==> src/rtl/rgbfe_pkg.sv <==
// Shared types and constants for the RGB LED frame editor.
`default_nettype none
package rgbfe_pkg;

  localparam int OPCODE_W = 2;
  localparam int BYTE_W   = 8;

  localparam logic [OPCODE_W-1:0] OP_SAMPLE   = 2'd0;
  localparam logic [OPCODE_W-1:0] OP_COMMIT   = 2'd1;
  localparam logic [OPCODE_W-1:0] OP_NEXT_LED = 2'd2;

  localparam int BRIGHT_W = 5;
  localparam int MASK_W   = 3;

  localparam int CFG_INDEX_W = 1;
  localparam int CFG_DATA_W  = 5;
  localparam logic [CFG_INDEX_W-1:0] CFG_GLOBAL_BRIGHTNESS = 1'd0;
  localparam logic [CFG_INDEX_W-1:0] CFG_LED_ENABLE_MASK   = 1'd1;

  localparam logic [BRIGHT_W-1:0] BRIGHT_RESET = 5'd1;
  localparam logic [MASK_W-1:0]   MASK_RESET   = 3'h7;

  localparam int NUM_CHANNELS = 3;
  localparam int CH_W         = 2;
  localparam int START_LEN    = 4;
  localparam int END_LEN      = 4;

  localparam logic [BYTE_W-1:0] START_BYTE = 8'h00;
  localparam logic [BYTE_W-1:0] END_BYTE   = 8'hFF;
  localparam logic [BYTE_W-1:0] LED_HDR    = 8'hE0;

  typedef enum logic [1:0] {
    CMD_SAMPLE   = 2'd0,
    CMD_COMMIT   = 2'd1,
    CMD_NEXT_LED = 2'd2
  } cmd_kind_t;

  typedef struct packed {
    cmd_kind_t          kind;
    logic [BYTE_W-1:0]  sample;
  } cmd_t;

endpackage
`default_nettype wire

==> src/rtl/rgbfe_if.sv <==
// Handshake channels: command items in, frame byte items out.
`default_nettype none
interface rgbfe_in_if;
  logic                           valid;
  logic                           ready;
  logic [rgbfe_pkg::OPCODE_W-1:0] opcode;
  logic [rgbfe_pkg::BYTE_W-1:0]   sample_value;

  modport source (output valid, output opcode, output sample_value, input ready);
  modport sink   (input valid, input opcode, input sample_value, output ready);
endinterface

interface rgbfe_out_if;
  logic                         valid;
  logic                         ready;
  logic [rgbfe_pkg::BYTE_W-1:0] frame_byte;
  logic                         last_of_frame;

  modport source (output valid, output frame_byte, output last_of_frame, input ready);
  modport sink   (input valid, input frame_byte, input last_of_frame, output ready);
endinterface
`default_nettype wire

==> src/rtl/rgb_led_frame_editor_top.sv <==
// Top level: APA102-style frame editor; front decoder, command queue, back end.
// Sample item: queued, decoded, then one registered frame byte per cycle unless strip stalls.
// A frame is 8 + 4*NUM_LEDS bytes (20 at default); a sample item holds the back end in its
// frame state until the last byte is registered for output, and no command is popped meanwhile.
// Commit and next-LED items are done in the back end's idle state; two commands can wait in the queue.
// Reset (rst, synchronous) clears the colour store, selection and sample, and sets brightness
// to 1 and the enable mask to all on.
`default_nettype none
module rgb_led_frame_editor_top #(
  parameter int NUM_LEDS = 3
) (
  input  logic                              clk,
  input  logic                              rst,
  input  logic                              cfg_we,
  input  logic [rgbfe_pkg::CFG_INDEX_W-1:0] cfg_index,
  input  logic [rgbfe_pkg::CFG_DATA_W-1:0]  cfg_data,
  rgbfe_in_if.sink                          ctrl,
  rgbfe_out_if.source                       strip
);

  logic            fe_valid;
  rgbfe_pkg::cmd_t fe_cmd;
  logic            q_not_full;
  logic            q_pop;
  rgbfe_pkg::cmd_t q_cmd;
  logic            q_not_empty;

  rgbfe_front u_front (
    .ctrl      (ctrl),
    .cmd_valid (fe_valid),
    .cmd       (fe_cmd),
    .cmd_ready (q_not_full)
  );

  rgbfe_queue u_queue (
    .clk       (clk),
    .rst       (rst),
    .push      (fe_valid),
    .push_cmd  (fe_cmd),
    .not_full  (q_not_full),
    .pop       (q_pop),
    .head_cmd  (q_cmd),
    .not_empty (q_not_empty)
  );

  rgbfe_back #(
    .NUM_LEDS (NUM_LEDS)
  ) u_back (
    .clk       (clk),
    .rst       (rst),
    .cfg_we    (cfg_we),
    .cfg_index (cfg_index),
    .cfg_data  (cfg_data),
    .cmd_valid (q_not_empty),
    .cmd       (q_cmd),
    .cmd_pop   (q_pop),
    .strip     (strip)
  );

endmodule
`default_nettype wire

==> src/rtl/rgbfe_front.sv <==
// Front end: accepts items and decodes the opcode into a command.
`default_nettype none
module rgbfe_front (
  rgbfe_in_if.sink          ctrl,
  output logic              cmd_valid,
  output rgbfe_pkg::cmd_t   cmd,
  input  logic              cmd_ready
);

  logic known_op;

  always_comb begin
    cmd.sample = ctrl.sample_value;
    known_op   = 1'b1;
    unique case (ctrl.opcode)
      rgbfe_pkg::OP_SAMPLE:   cmd.kind = rgbfe_pkg::CMD_SAMPLE;
      rgbfe_pkg::OP_COMMIT:   cmd.kind = rgbfe_pkg::CMD_COMMIT;
      rgbfe_pkg::OP_NEXT_LED: cmd.kind = rgbfe_pkg::CMD_NEXT_LED;
      default: begin
        // unused opcode: item is taken and dropped
        cmd.kind = rgbfe_pkg::CMD_SAMPLE;
        known_op = 1'b0;
      end
    endcase
  end

  assign ctrl.ready = cmd_ready;
  assign cmd_valid  = ctrl.valid && known_op;

endmodule
`default_nettype wire

==> src/rtl/rgbfe_queue.sv <==
// Two-entry command queue between front and back end.
`default_nettype none
module rgbfe_queue (
  input  logic            clk,
  input  logic            rst,
  input  logic            push,
  input  rgbfe_pkg::cmd_t push_cmd,
  output logic            not_full,
  input  logic            pop,
  output rgbfe_pkg::cmd_t head_cmd,
  output logic            not_empty
);

  localparam int DEPTH = 2;

  rgbfe_pkg::cmd_t entries [DEPTH];
  logic            wr_ptr;
  logic            rd_ptr;
  logic [1:0]      count;
  logic            do_push;
  logic            do_pop;

  assign not_full  = (count != 2'(DEPTH));
  assign not_empty = (count != 2'd0);
  assign do_push   = push && not_full;
  assign do_pop    = pop && not_empty;
  assign head_cmd  = entries[rd_ptr];

  always_ff @(posedge clk) begin
    if (rst) begin
      wr_ptr <= 1'b0;
      rd_ptr <= 1'b0;
      count  <= 2'd0;
    end else begin
      if (do_push) wr_ptr <= ~wr_ptr;
      if (do_pop)  rd_ptr <= ~rd_ptr;
      priority if (do_push && !do_pop) count <= count + 2'd1;
      else if (do_pop && !do_push)     count <= count - 2'd1;
    end
  end

  always_ff @(posedge clk) begin
    if (do_push) entries[wr_ptr] <= push_cmd;
  end

endmodule
`default_nettype wire

==> src/rtl/rgbfe_back.sv <==
// Back end: colour store, selection state, config registers and frame serialiser.
`default_nettype none
module rgbfe_back #(
  parameter int NUM_LEDS = 3
) (
  input  logic                              clk,
  input  logic                              rst,
  input  logic                              cfg_we,
  input  logic [rgbfe_pkg::CFG_INDEX_W-1:0] cfg_index,
  input  logic [rgbfe_pkg::CFG_DATA_W-1:0]  cfg_data,
  input  logic                              cmd_valid,
  input  rgbfe_pkg::cmd_t                   cmd,
  output logic                              cmd_pop,
  rgbfe_out_if.source                       strip
);

  localparam int FRAME_LEN = rgbfe_pkg::START_LEN + rgbfe_pkg::END_LEN + 4 * NUM_LEDS;
  localparam int POS_W     = $clog2(FRAME_LEN);
  localparam int LED_W     = (NUM_LEDS > 1) ? $clog2(NUM_LEDS) : 1;
  localparam int BYTE_W    = rgbfe_pkg::BYTE_W;

  typedef enum logic [1:0] {
    ST_IDLE  = 2'b01,
    ST_FRAME = 2'b10
  } state_t;

  state_t                           state;
  logic [POS_W-1:0]                 pos;
  logic [BYTE_W-1:0]                color_store [NUM_LEDS][rgbfe_pkg::NUM_CHANNELS];
  logic [LED_W-1:0]                 selected_led;
  logic [rgbfe_pkg::CH_W-1:0]       selected_channel;
  logic [BYTE_W-1:0]                last_sample;
  logic [rgbfe_pkg::BRIGHT_W-1:0]   global_brightness;
  logic [rgbfe_pkg::MASK_W-1:0]     led_enable_mask;

  logic                             out_valid;
  logic [BYTE_W-1:0]                out_byte;
  logic                             out_last;
  logic                             advance;

  logic [POS_W-1:0]                 led_pos;
  logic [LED_W-1:0]                 led_rd;
  logic [1:0]                       sub;
  logic [rgbfe_pkg::CH_W-1:0]       ch_rd;
  logic [7:0]                       mask_ext;
  logic [BYTE_W-1:0]                chan_byte;
  logic [BYTE_W-1:0]                hdr_byte;
  logic [BYTE_W-1:0]                byte_next;
  logic                             last_next;

  assign strip.valid         = out_valid;
  assign strip.frame_byte    = out_byte;
  assign strip.last_of_frame = out_last;

  assign advance = !out_valid || strip.ready;
  assign cmd_pop = (state == ST_IDLE) && cmd_valid;

  // byte for the current frame position
  always_comb begin
    led_pos  = pos - POS_W'(rgbfe_pkg::START_LEN);
    led_rd   = LED_W'(led_pos >> 2);
    sub      = led_pos[1:0];
    // sub 1..3 map to blue, green, red
    ch_rd    = (sub == 2'd0) ? 2'd0 : 2'd3 - sub;
    mask_ext = {5'd0, led_enable_mask};
    if (led_rd == selected_led && ch_rd == selected_channel) chan_byte = last_sample;
    else chan_byte = color_store[led_rd][ch_rd];
    hdr_byte = rgbfe_pkg::LED_HDR |
               (mask_ext[3'(led_rd)] ? {3'd0, global_brightness} : 8'd0);
    last_next = (pos == POS_W'(FRAME_LEN - 1));
    priority if (pos < POS_W'(rgbfe_pkg::START_LEN)) byte_next = rgbfe_pkg::START_BYTE;
    else if (pos >= POS_W'(rgbfe_pkg::START_LEN + 4 * NUM_LEDS)) byte_next = rgbfe_pkg::END_BYTE;
    else if (sub == 2'd0) byte_next = hdr_byte;
    else byte_next = chan_byte;
  end

  always_ff @(posedge clk) begin
    if (rst) begin
      state             <= ST_IDLE;
      pos               <= '0;
      out_valid         <= 1'b0;
      selected_led      <= '0;
      selected_channel  <= '0;
      last_sample       <= '0;
      global_brightness <= rgbfe_pkg::BRIGHT_RESET;
      led_enable_mask   <= rgbfe_pkg::MASK_RESET;
      for (int i = 0; i < NUM_LEDS; i++) begin
        for (int k = 0; k < rgbfe_pkg::NUM_CHANNELS; k++) begin
          color_store[i][k] <= '0;
        end
      end
    end else begin
      if (cfg_we) begin
        unique case (cfg_index)
          rgbfe_pkg::CFG_GLOBAL_BRIGHTNESS: global_brightness <= cfg_data;
          rgbfe_pkg::CFG_LED_ENABLE_MASK:   led_enable_mask   <= cfg_data[rgbfe_pkg::MASK_W-1:0];
          default: ;
        endcase
      end

      if (advance) out_valid <= (state == ST_FRAME);

      unique case (state)
        ST_IDLE: begin
          if (cmd_valid) begin
            unique case (cmd.kind)
              rgbfe_pkg::CMD_SAMPLE: begin
                last_sample <= cmd.sample;
                pos         <= '0;
                state       <= ST_FRAME;
              end
              rgbfe_pkg::CMD_COMMIT: begin
                color_store[selected_led][selected_channel] <= last_sample;
                selected_channel <= (selected_channel == 2'(rgbfe_pkg::NUM_CHANNELS - 1)) ?
                                    '0 : selected_channel + 2'd1;
              end
              rgbfe_pkg::CMD_NEXT_LED: begin
                selected_led <= (selected_led == LED_W'(NUM_LEDS - 1)) ?
                                '0 : selected_led + LED_W'(1);
              end
              default: ;
            endcase
          end
        end
        ST_FRAME: begin
          if (advance) begin
            pos <= pos + POS_W'(1);
            if (last_next) state <= ST_IDLE;
          end
        end
        default: state <= ST_IDLE;
      endcase
    end
  end

  always_ff @(posedge clk) begin
    if (state == ST_FRAME && advance) begin
      out_byte <= byte_next;
      out_last <= last_next;
    end
  end

endmodule
`default_nettype wire
==> src/flat_wrapper.sv <==
// flat-port wrapper written by rule: the top's interface ports become plain ports
module rgb_led_frame_editor_top_flat 
#(
  parameter int NUM_LEDS = 3
)
  (clk, rst, cfg_we, cfg_index, cfg_data, ctrl_valid, ctrl_opcode, ctrl_sample_value, ctrl_ready, strip_valid, strip_frame_byte, strip_last_of_frame, strip_ready);
  rgbfe_in_if ctrl_i ();
  rgbfe_out_if strip_i ();
  input  logic clk;
  input  logic rst;
  input  logic cfg_we;
  input  logic [rgbfe_pkg::CFG_INDEX_W-1:0] cfg_index;
  input  logic [rgbfe_pkg::CFG_DATA_W-1:0] cfg_data;
  input wire logic [$bits(ctrl_i.valid)-1:0] ctrl_valid;
  input wire logic [$bits(ctrl_i.opcode)-1:0] ctrl_opcode;
  input wire logic [$bits(ctrl_i.sample_value)-1:0] ctrl_sample_value;
  output wire logic [$bits(ctrl_i.ready)-1:0] ctrl_ready;
  output wire logic [$bits(strip_i.valid)-1:0] strip_valid;
  output wire logic [$bits(strip_i.frame_byte)-1:0] strip_frame_byte;
  output wire logic [$bits(strip_i.last_of_frame)-1:0] strip_last_of_frame;
  input wire logic [$bits(strip_i.ready)-1:0] strip_ready;
  assign ctrl_i.valid = ctrl_valid;
  assign ctrl_i.opcode = ctrl_opcode;
  assign ctrl_i.sample_value = ctrl_sample_value;
  assign ctrl_ready = ctrl_i.ready;
  assign strip_valid = strip_i.valid;
  assign strip_frame_byte = strip_i.frame_byte;
  assign strip_last_of_frame = strip_i.last_of_frame;
  assign strip_i.ready = strip_ready;
  rgb_led_frame_editor_top #(.NUM_LEDS(NUM_LEDS)) u_core (.clk(clk), .rst(rst), .cfg_we(cfg_we), .cfg_index(cfg_index), .cfg_data(cfg_data), .ctrl(ctrl_i), .strip(strip_i));
endmodule
==> config.mk <==
export PLATFORM = sky130hd
export DESIGN_NAME = rgb_led_frame_editor_top_flat
export DESIGN_NICKNAME = d
export VERILOG_FILES = /design/src/rtl/rgbfe_pkg.sv /design/src/rtl/rgbfe_if.sv /design/src/rtl/rgb_led_frame_editor_top.sv /design/src/rtl/rgbfe_front.sv /design/src/rtl/rgbfe_queue.sv /design/src/rtl/rgbfe_back.sv /design/src/flat_wrapper.sv
export SDC_FILE = /design/constraint.sdc
export NUM_CORES = 1
export LEC_CHECK = 0
export BUFFER_PORTS_ARGS = -buffer_cell sky130_fd_sc_hd__buf_2
export CAP_MARGIN = 15
export CORE_MARGIN = 2
export CORE_UTILIZATION = 40
export DETAILED_ROUTE_END_ITERATION = 10
export RECOVER_POWER = 25
export SLEW_MARGIN = 20
export SYNTH_ARGS = -nofsm -noshare
export SYNTH_HDL_FRONTEND = slang
export SYNTH_SLANG_ARGS = --single-unit
==> constraint.sdc <==
create_clock -name clk -period 2.8 [get_ports clk]
set_input_delay 0.14 -clock clk [delete_from_list [all_inputs] [get_ports clk]]
set_output_delay 0.14 -clock clk [all_outputs]
set_load 0.01 [all_outputs]
# --- After elaboration in Yosys (flattened, before gate mapping) ---
# Memory sizes are Yosys's and may differ from the RTL's. A register that Yosys moved wholly into a read port is not among the register bits.
# Cells that the tools add are included.
op_classes:
  n_reduce_logical: 28
  n_eq_ne: 16
  n_lt_le_gt_ge: 6
  n_bitwise: 5
  muxes: 41
  add_sub_neg: 7
op_table:
  columns: ["cell", "n"]
  rows:
  - ["$mux W24", 3]
  - ["$mux W8", 6]
  - ["$reduce_or A24 Y1", 1]
  - ["$mux W2", 10]
  - ["$mux W5", 4]
  - ["$bmux W8 S2", 1]
  - ["$demux W8 S2", 1]
  - ["$mux W1", 12]
  - ["$eq A2 B2 Y1 const B", 5]
  - ["$pmux W5 S2", 1]
  - ["$logic_and A1 B1 Y1", 9]
  - ["$reduce_and A3 Y1", 3]
  - ["$ne A2 B2 Y1 const B", 4]
  - ["$pmux W2 S2", 2]
  - ["$reduce_and A4 Y1", 2]
  - ["$add A2 B1 Y2 const B", 3]
  - ["$eq A2 B1 Y1 const B", 3]
  - ["$ge A3 B3 Y1 const B", 2]
  - ["$logic_not A2 Y1", 3]
  - ["$not A2 Y3", 2]
  - ["$reduce_bool A2 Y1", 3]
  - ["$add A5 B1 Y5 const B", 1]
  - ["$eq A5 B5 Y1 const B", 1]
  - ["$ge A5 B5 Y1 const B", 1]
  - ["14 further kinds", 20]
totals:
  ff_bits: 41
  out_inout_bits: 11
  ramBits: 92
  inputBits: 21
  word_cells: 118
  memories: 2
memory_table:
  columns: ["name", "depth", "word_bits", "rd", "rd_ports_with_merged_regs", "write_ports", "line_no", "source"]
  rows:
  - ["u_core.u_back.color_store", 3, 24, 1, 0, 3, "rgbfe_back.sv:29", "logic [BYTE_W-1:0] color_store [NUM_LEDS][rgbfe_pkg::NUM_CHANNELS];"]
  - ["u_core.u_queue.entries", 2, 10, 1, 1, 1, "rgbfe_queue.sv:16", "rgbfe_pkg::cmd_t entries [DEPTH];"]

# --- Longest topological paths before layout ---
# Gate-level depths: netlist of the first run.
depth:
  depth_word: 10
  ltp_mapped: 9
  mapped_depth_nobuf: 7

# --- Cells and area by module ---
# From an unflattened synthesis of the first run, not the netlist that was laid out.
hier_totals:
  hier_cells: 551
  area_unflattened_um2: 7020.5
modules_own_cells:
  columns: ["module", "area_each_um2", "cells_each", "seq_area_each_um2", "instances"]
  rows:
  - ["rgbfe_back", 5989.5, 484, 3713.6, 1]
  - ["rgbfe_queue", 940.9, 55, 700.7, 1]
  - ["rgbfe_front", 90.1, 12, 0.0, 1]

# --- Worst setup path before layout of the first run ---
# No wires, ideal clock.
synth_path:
  path_kind: "register -> register"
  startpoint: "reg u_core.u_back.pos[2]"
  endpoint: "reg u_core.u_back.out_byte[6] (netlist: u_core.u_back.strip.frame_byte[6]) (data pin)"
  path_stages_with_launch: 10
  path_buffers: 3
  t_required_ns: 2.533
  setup_slack_ns: 0.486
  setup_time_ns: 0.267
  synth_period_minus_slack_ns: 2.314
  t_arrival_ns: 2.047
  cell_sequence: "dfxtp_1 clkbuf_1 inv_1 ha_1 buf_2 buf_1 mux2i_1 o22ai_1 nor2_1 a31oi_1"
synth_via:
  elab_chain_cells: 8
  elab_cells_between_ends: 12
  cone_classes: "add/sub: 1; order compare: 2; eq/ne: 1; mux: 6; reduce/logical: 1; memory: 1"
synth_lines:
  columns: ["item", "line_no", "source"]
  rows:
  - ["start: declaration", "rgbfe_back.sv:28", "logic [POS_W-1:0] pos;"]
  - ["start signal: assignment", "rgbfe_back.sv:127", "pos <= pos + POS_W'(1);"]
  - ["$sub A4 B3 Y4", "rgbfe_back.sv:60", "led_pos = pos - POS_W'(rgbfe_pkg::START_LEN);"]
  - ["$mem_v2 Z3 W24", null, null]
  - ["$bmux W8 S2", "rgbfe_back.sv:67", "else chan_byte = color_store[led_rd][ch_rd];"]
  - ["$mux W8 (not written as such) (2 in series)", "rgbfe_back.sv:67", null]
  - ["$mux W8", "rgbfe_back.sv:66", "if (led_rd == selected_led && ch_rd == selected_channel) chan_byte = last_sample;"]
  - ["$mux W8", "rgbfe_back.sv:73", "else if (sub == 2'd0) byte_next = hdr_byte;"]
  - ["$mux W8", "rgbfe_back.sv:72", "else if (pos >= POS_W'(rgbfe_pkg::START_LEN + 4 * NUM_LEDS)) byte_next = rgbfe_pkg::END_BYTE;"]
  - ["end signal: assignment", "rgbfe_back.sv:138", "out_byte <= byte_next;"]
  - ["end: declaration", "rgbfe_back.sv:37", "logic [BYTE_W-1:0] out_byte;"]
# Parallel ways exist; a longest one is shown, timed or not. The select of a mux whose other input is x is not followed.
# A chain may end at the register's enable or synchronous reset.

# --- Worst setup path in the final report of the first run ---
layout_path:
  startpoint: "reg u_core.u_back.pos[3]"
  endpoint: "reg u_core.u_back.out_byte[0] (netlist: u_core.u_back.strip.frame_byte[0]) (data pin)"
# The elaborated chain is that of the path after synthesis.

==> metrics.txt, run 1 <==
status finished clean; synthesized flop and latch total around 160; final instance area ~8200 sq um; crit path kind reg2reg; Final Skew 14.0 ps; DRC viols 0; EDFF count, synth about 130; Synth Instances about 510; worst skew pair latency roughly 430 ps; ys async rst share 0%; Vias between 4000 and 5000; vias per cell around 5.3; Avg Cell Area, Syn about 14 sq um; Antenna Nets Post-Route 0; ant diodes 0; Max-Cap Viols 0; DR iter-0 viols between 300 and 400; Critical Path AT between 2000 and 3000 ps; unrepaired setup endpoints after global routing false; Slew headroom approximately an eighth; fraction of layout cells with a size suffix above 1 between 10% and 20%; Mapped Area ~7000 sq um; Clock Tree Root clkbuf_16; Max Freq about 390 MHz; clock sink count 158; met1 WL about 7 mm; TritonCTS Buffers 17; met2 wire len 7.36 mm; dpl hpwl approximately 11 mm; num rows 48; Seq/Total Area, Yosys ~63%; DR WL met3 about 1.1 mm; VDD IR max 0.000492 V; vias in the first global route 4289; syn_nets approximately 540; IO Pins 32; grt total ovfl 0; First-pass DRT Iterations 5; top post-synthesis cells by area edfxtp_1 54%, dfxtp_1 9.5%, mux2i_1 8.2%; Leakage Power around 2.8 nW; Initial Util 40.6%; clk slew on worst S/H paths about 60 ps; nets@finish between 600 and 700; critical path launch point type register; Die H around 140 microns; setup TNS 0 ps; number of H-tree levels 4; Total GRT Usage between 10% and 20%; Pwr per Cell Area roughly 710 nW/um^2; global-route wire length before repair 24.5 mm; period utilization 91.4%; GPL Wtd Cong around 0.89; worst-margin pin slew 1300 ps; Fin Hold WS between 20 and 30 ps; crit end category register; leading area contributor after synthesis edfxtp_1; Die ar. approximately 19000 sq um; Die Width between 100 and 150 microns; hold crit path type in2reg; Finished Layout Cells between 800 and 900; initial antenna violation count 0; clock buffer depth 2; Layout area overhead 17.0%; WL/cell ~20 microns; Yosys top cell area share a little over half; Synth cell types 49; Slew Limit Fails 0; DP Area 7470 sq um; final setup fails 0; Final Hold Vio Count 0; worst-path fanout max 21; Period minus WS final about 2600 ps; placed cell count 766; largest net degree at the start of global routing 33; synth warn 0; Core Area between 15000 and 20000 sq um; critical path required time between 2000 and 3000 ps; Port-buffer cells 31; CTS tree done; routed wire length 15.9 mm; Top Layer Used met4; top_reg_cell synth edfxtp_1
[sequential cells by signal (all words and copies together), names as in the netlist, named ones only]
signal	flops
u_core.u_back.global_brightness	5
u_core.u_back.led_enable_mask	3
u_core.u_back.color_store	96
u_core.u_queue.wr_ptr	1
u_core.u_back.selected_led	2
u_core.u_back.last_sample	8
u_core.u_back.state	2
u_core.u_queue.rd_ptr	1
u_core.u_queue.entries	20
u_core.u_back.strip.valid	1
u_core.u_queue.count	2
u_core.u_back.strip.last_of_frame	1
u_core.u_back.selected_channel	2
u_core.u_back.pos	5
u_core.u_back.strip.frame_byte	8
[layer usage]
layer / global-route usage [%] / up-vias
li1: - / 2038
met1: 25.4 / 2058
met2: 27.7 / 142
met3: 5.22 / 20
met4: 7.47 / 0
met5: 0 / -
[cell type report]
| cell class | count | area (sq um) |
|---|---|---|
| Fill cell | 1538 | 9010 |
| Sequential cell | 158 | 4410 |
| Timing Repair Buffer | 64 | 417 |
| Multi-Input combinational cell | 324 | 2430 |
| Clock buffer | 20 | 457 |
| Clock inverter | 12 | 134 |
| Inverter | 8 | 30.0 |
| Tap cell | 225 | 282 |
[report_power, final]
part | switching, W | internal [W]
clock | 0.000937 | 0.00137
sequential | 0.000212 | 0.00270
combinational | 0.000354 | 0.000253
[per-stage QoR]
| step | setup WS [ps] | power (W) | utilization (%) |
|---|---|---|---|
| 6_report | 241 | 0.00582 | 47.5 |
| 3_5_place_dp | 223 | 0.00356 | 43.5 |
| 4_1_cts | 192 | 0.00587 | 47.7 |
| 5_1_grt | 167 | 0.00606 | 47.5 |
| 2_1_floorplan | 486 | 0.00330 | - |
| 3_3_place_gp | 312 | 0.00354 | 43.5 |
[cells in the mapped netlist, types with 2 or more instances]
cell type  count
o41ai_1        3
a211o_1        4
xnor2_1        7
o31ai_1        5
buf_1          3
mux4_2         3
dfxtp_1       33
nor4_2         4
and2_1        65
o22ai_1       18
and3_1         5
a21oi_1        7
a31oi_1       11
inv_1          8
nor4_4         3
edfxtp_1     125
nor4_1         6
o21ai_0        2
clkbuf_1      12
nor2b_1        6
a211oi_1       8
or2_1          3
or2_2          9
nand2_1        9
o211ai_1       3
buf_2          7
nand3_1        2
o21bai_1       2
xor2_1         5
nor2_1        35
nand3b_1       2
or3b_2         3
ha_1           7
nand2b_1      10
or3_1          3
nor3_1         6
mux2i_1       57
nand4_1        2
[placed cells by master, fill, tap and decap left out, types with 13 or more instances in the layout]
master | Yosys | final
dlygate4sd3_1 | 0 | 13
edfxtp_1 | 125 | 125
clkbuf_1 | 12 | 22
buf_4 | 1 | 17
o22ai_1 | 18 | 18
mux2i_1 | 57 | 58
and2_1 | 65 | 64
nor2_1 | 35 | 35
clkbuf_16 | 0 | 17
dfxtp_1 | 33 | 33
[what timing repair did]
action	4_1_cts	5_1_grt
gates resized for setup	0	1
endpoints found under the setup margin	0	5
buffers inserted	0	0
endpoints found under the hold margin	22	0
hold buffers	13	0
[worst max-delay path, stage by stage, from the launching register on]
cell and delay [ps]:
dfxtp_1 460, inv_1 70, ha_1 610, buf_12 260, mux2i_1 340, o22ai_1 140
nor4_1 270, o31ai_1 130
[logic make-up after synthesis]
family / count (synthesis) / synth area share [%]
flops: 158 / 63.2
simple gates: 178 / 16.1
compound gates: 65 / 6.35
xor+xnor: 12 / 1.51
buf+inv: 32 / 2.01
mux: 62 / 9.56
fa+ha+maj: 7 / 1.25
[final timing paths]
path | startpoint | to | slack, ps | depth (start not counted)
hold / removal | ctrl_opcode[0] | u_core.u_queue.entries[0][9] | 30 | 2
setup / recovery | u_core.u_back.pos[3] | u_core.u_back.strip.frame_byte[0] | 240 | 7
hold reg to reg | u_core.u_back.led_enable_mask[1] | u_core.u_back.led_enable_mask[1] | 480 | 1
setup reg to reg | u_core.u_back.pos[3] | u_core.u_back.strip.frame_byte[0] | 240 | 7
(Power assumes the default switching activity.)
==> run 2: changes to the inputs <==
MAX_ROUTING_LAYER = met4   (was unset)
PLACE_DENSITY = 0.56   (was unset)
==> metrics.txt, run 2 (synthesis gave the netlist of run 1 again) <==
WL/cell just under 20 microns; number of H-tree levels 4; r2r worst-path depth 7; VDD IR max 0.000496 V; DR iter-0 viols between 200 and 300; grt total ovfl 0; Reg with most FFs u_core.u_back.color_store; crit-path cells inv_1, ha_1, buf_12, or3b_2, o22ai_1, nor4_1, o31ai_1; commonest non-fill, non-tap cell in the layout edfxtp_1; ant diodes 0; worst-path fanout max 28; global-route wire length before repair 24.1 mm; clock buffer depth 2; Slew Limit Fails 0; met2 wire len ~7.4 mm; critical path required time 3030 ps; num rows 48; Reg-to-Reg Start u_core.u_back.pos[3]; CP startpoint u_core.u_back.pos[3]; TritonCTS Buffers 17; Initial Util 40.6%; clock sink count approximately 160; number of flip-flops in the largest register 96; fraction of layout cells with a size suffix above 1 ~15%; Fillers between 1500 and 2000; met1 WL 7.30 mm; unrepaired setup endpoints after global routing false; Clock Tree Root clkbuf_16; crit path kind reg2reg; Port-buffer cells 31; CP max stage cell or3b_2; IO Pins 32; Layout area overhead 16.7%; NetSw roughly 0.0015 W; sequential power share 51.0%; CP delay by family, top simple AND/OR/NAND/NOR gates; routed wire length approximately 16 mm; Slew headroom a little over an eighth; Top Layer Used met4; biggest regs u_core.u_back.color_store: 96 flops, u_core.u_queue.entries: 20 flops; Die ar. 18500 sq um; DR WL met3 749 microns; largest net degree at the start of global routing 30; switch share between 20% and 30%; R2R Setup Slk about 400 ps; Total GRT Usage 18.7%; Period minus WS final ~2400 ps; period utilization between 80% and 90%; DRC viols 0; Core Area ~17000 sq um; crit end category register; critical path depth 7; CP peak stage delay 520 ps; initial antenna violation count 0; nets@finish around 600; Vias between 4000 and 5000; DP Area 7500 sq um; vias per cell between 5 and 6; status finished clean; worst r2r dst u_core.u_back.strip.frame_byte[4]; Die Width about 140 microns; hold crit path type in2reg; Int Pwr ~0.0042 W; worst skew pair latency 420 ps; final instance area roughly 8000 sq um; Max-Cap Viols 0; GPL Wtd Cong approximately 0.86; setup TNS 0 ps; Die H between 100 and 150 microns; dpl hpwl roughly 11 mm; most frequent cells in the layout 125 x edfxtp_1, 64 x and2_1, 57 x mux2i_1; Final Skew around 13 ps; clk slew on worst S/H paths roughly 60 ps; Leakage Power 2.82 nW; Max Freq between 400 and 500 MHz; Pwr per Cell Area 701 nW/um^2; WP buf/inv 2; Antenna Nets Post-Route 0; Final Hold Vio Count 0; final setup fails 0; Critical Path AT approximately 2600 ps; CP endpoint u_core.u_back.strip.frame_byte[4]; CTS tree done; Comb power frac 10.6%; First-pass DRT Iterations 5; vias in the first global route ~4000; clock share of power 38.4%; Setup Fix Bufs, Post-CTS 0; Fin Hold WS 58.8 ps; worst-margin pin slew 1300 ps; critical path launch point type register
==> run 2: cell type report <==
cell class	instances	area (sq um)	share of cell area, %
multi-input cells	324	2430	29.8
repair buffers	65	427	5.24
well taps	225	282	3.46
clock buffers	24	514	6.31
clock inverters	8	51.3	0.630
inverters	8	30.0	0.369
flip-flops and latches	158	4410	54.2
==> run 2: worst min path at each step <==
| stage | start | end | slack (ps) | cells after the start |
|---|---|---|---|---|
| finish | cfg_data[0] | u_core.u_back.global_brightness[0] | 60 | 4 |
| global route | cfg_data[0] | u_core.u_back.global_brightness[0] | 60 | 4 |
| CTS | ctrl_opcode[0] | u_core.u_queue.entries[0][9] | 10 | 2 |
| detailed placement | ctrl_sample_value[4] | u_core.u_queue.entries[0][4] | 330 | 1 |
| global placement | ctrl_sample_value[2] | u_core.u_queue.entries[0][2] | 330 | 1 |
| floorplan | ctrl_sample_value[0] | u_core.u_queue.entries[0][0] | 240 | 0 |
==> run 2: worst register-to-register path, stage by stage, from the launching register on <==
cell	delay (ps)
dfxtp_1	420
inv_1	80
ha_1	390
buf_12	230
or3b_2	540
o22ai_1	210
nor4_1	80
o31ai_1	270
==> run 2: repair_timing <==
item / in CTS / in global routing
endpoints found under the hold margin: 20 / 0
hold buffers: 12 / 0
gates resized for setup: 0 / 0
==> run 2: power groups by stage <==
stage | combinational, W | clock (W) | sequential, W
floorplan | 0.000470 | 0 | 0.00283
global placement | 0.000595 | 0 | 0.00296
detailed placement | 0.000608 | 0 | 0.00297
CTS | 0.000624 | 0.00223 | 0.00292
global route | 0.000675 | 0.00233 | 0.00294
finish | 0.000604 | 0.00219 | 0.00291
==> run 2: routing by layer <==
metal  global-route usage (%)  up-vias
li1                         -     2042
met1                     24.9     2018
met2                     28.8      115
met3                     4.21       16
met4                     5.32        0
met5                        -        -
==> run 2: stage by stage <==
stage                     util [%]  std cells  power (W)  setup WS [ps]
after detailed placement      43.7        768    0.00357            444
after floorplan                  -        514    0.00330            486
after global placement        43.7        768    0.00356            523
after global routing          47.4        812    0.00594            250
after CTS                     47.6        812    0.00577            414
final                         47.4        812    0.00571            398
==> run 3: changes to the inputs <==
REMOVE_ABC_BUFFERS = 1   (was unset)
==> metrics.txt, run 3 (synthesis gave the netlist of run 1 again) <==
Core Area between 15000 and 20000 sq um; Clock Tree Root clkbuf_16; switch share 26.1%; WL/cell between 15 and 20 microns; Critical Path AT about 2600 ps; IO Pins 32; Reg with most FFs u_core.u_back.color_store; most frequent cells in the layout 125 x edfxtp_1, 64 x and2_1, 57 x mux2i_1; WHS Path Cells 4; Port-buffer cells 31; hold endpoint u_core.u_back.global_brightness[0]; R2R Setup Slk ~340 ps; commonest non-fill, non-tap cell in the layout edfxtp_1; worst-margin pin slew 1720 ps; post-route setup slack 342 ps; status finished with violations; fraction of layout cells with a size suffix above 1 14.9%; critical path launch point type register; final setup fails 0; largest net degree at the start of global routing 33; NetSw between 0.001 and 0.0015 W; final core occ 47.5%; routed wire length roughly 15 mm; Final Hold Vio Count 0; Max Freq 407 MHz; worst skew pair latency 420 ps; VDD IR max between 0.0004 and 0.0005 V; Pwr per Cell Area between 600 and 700 nW/um^2; sequential power share between 50% and 60%; Total GRT Usage between 10% and 20%; First-pass DRT Iterations 6; nets@finish 604; r2r worst-path depth 6; Reg-to-Reg Start u_core.u_back.pos[3]; number of H-tree levels 4; critical path required time 2950 ps; Layout area overhead 16.8%; vias in the first global route about 4200; Leakage Power between 2 and 3 nW; Antenna Nets Post-Route 0; clock buffer depth 2; grt total ovfl 0; worst hold path startpoint cfg_data[0]; Slew Limit Fails 33; worst r2r dst u_core.u_back.strip.frame_byte[6]; ant diodes 0; TritonCTS Buffers 17; clock sink count 158; Max-Cap Viols 1; crit path kind reg2reg; biggest regs u_core.u_back.color_store: 96 flops, u_core.u_queue.entries: 20 flops; CTS tree done; crit end category register; failing checks max-capacitance violations, max-slew violations; Period minus WS final ~2500 ps; hold crit path type in2reg; Die H about 140 microns; period utilization 87.8%; Post-Place Setup Slack ~370 ps; Die Width 136 microns; Comb power frac 10.5%; clock share of power 38.2%; Slew headroom -14.8%; Int Pwr around 0.0042 W; Initial Util 40.6%; global-route wire length before repair roughly 24 mm; Final Skew a little over 10 ps; DRC viols 0; GPL Wtd Cong about 0.89; num rows 48; DR iter-0 viols roughly 310; setup TNS 0 ps; worst-path fanout max 13; Die ar. between 15000 and 20000 sq um; dpl hpwl between 10 and 15 mm; Vias about 4200; unrepaired setup endpoints after global routing false; number of flip-flops in the largest register 96; overall power 0.00567 W; vias per cell around 5.2; initial antenna violation count 0; clk slew on worst S/H paths ~70 ps
-- run 3: routing by layer --
| metal | vias to the layer above | routed length (microns) | track usage (%) |
|---|---|---|---|
| met3 | 11 | 645 | 4.25 |
| met5 | - | 0 | - |
| met4 | 0 | 199 | 6.48 |
| met1 | 2045 | 7140 | 23.4 |
| li1 | 2056 | - | - |
| met2 | 89 | 7420 | 28.6 |
-- run 3: worst max-delay path, stage by stage, from the launching register on --
cell and delay (ps):
dfxtp_1 410, inv_1 60, ha_1 690, xor2_1 220, nand4_1 300, o41ai_1 380, a31oi_1 100
-- run 3: worst max-delay path by stage --
stage / end / cells past startpoint / from
floorplan: u_core.u_back.strip.frame_byte[4] / 6 / u_core.u_back.pos[2]
global placement: u_core.u_back.strip.frame_byte[0] / 7 / u_core.u_back.pos[0]
detailed placement: u_core.u_back.strip.frame_byte[6] / 6 / u_core.u_back.pos[3]
CTS: u_core.u_back.strip.frame_byte[6] / 6 / u_core.u_back.pos[3]
global route: u_core.u_back.strip.frame_byte[6] / 6 / u_core.u_back.pos[3]
finish: u_core.u_back.strip.frame_byte[6] / 6 / u_core.u_back.pos[3]
-- run 3: final cells by class --
class | instances | area [sq um]
Fill cell | 1551 | 9020
Sequential cell | 158 | 4410
Multi-Input combinational cell | 324 | 2430
Clock buffer | 22 | 485
Timing Repair Buffer | 67 | 439
Tap cell | 225 | 282
Clock inverter | 10 | 73.8
Inverter | 8 | 30.0
-- run 3: timing repair --
action                    in CTS  in global routing
setup buffers                  0                  0
hold endpoints to repair      20                  0
resized for setup              0                  0
hold buffers                  12                  0
-- run 3: power groups by stage --
| stage | registers [W] | logic [W] | clock network (W) |
|---|---|---|---|
| floorplan | 0.00285 | 0.000424 | 0 |
| global placement | 0.00295 | 0.000584 | 0 |
| detailed placement | 0.00296 | 0.000600 | 0 |
| CTS | 0.00291 | 0.000615 | 0.00221 |
| global route | 0.00293 | 0.000671 | 0.00231 |
| finish | 0.00290 | 0.000598 | 0.00216 |
-- run 3: metrics by stage --
| stage | area, sq um | instances | hold WS [ps] |
|---|---|---|---|
| after floorplan | 6870 | 490 | 209 |
| after global placement | 7510 | 770 | 327 |
| after detailed placement | 7510 | 770 | 331 |
| after CTS | 8190 | 814 | 5.53 |
| after global routing | 8150 | 814 | 63.1 |
| final | 8150 | 814 | 46.8 |
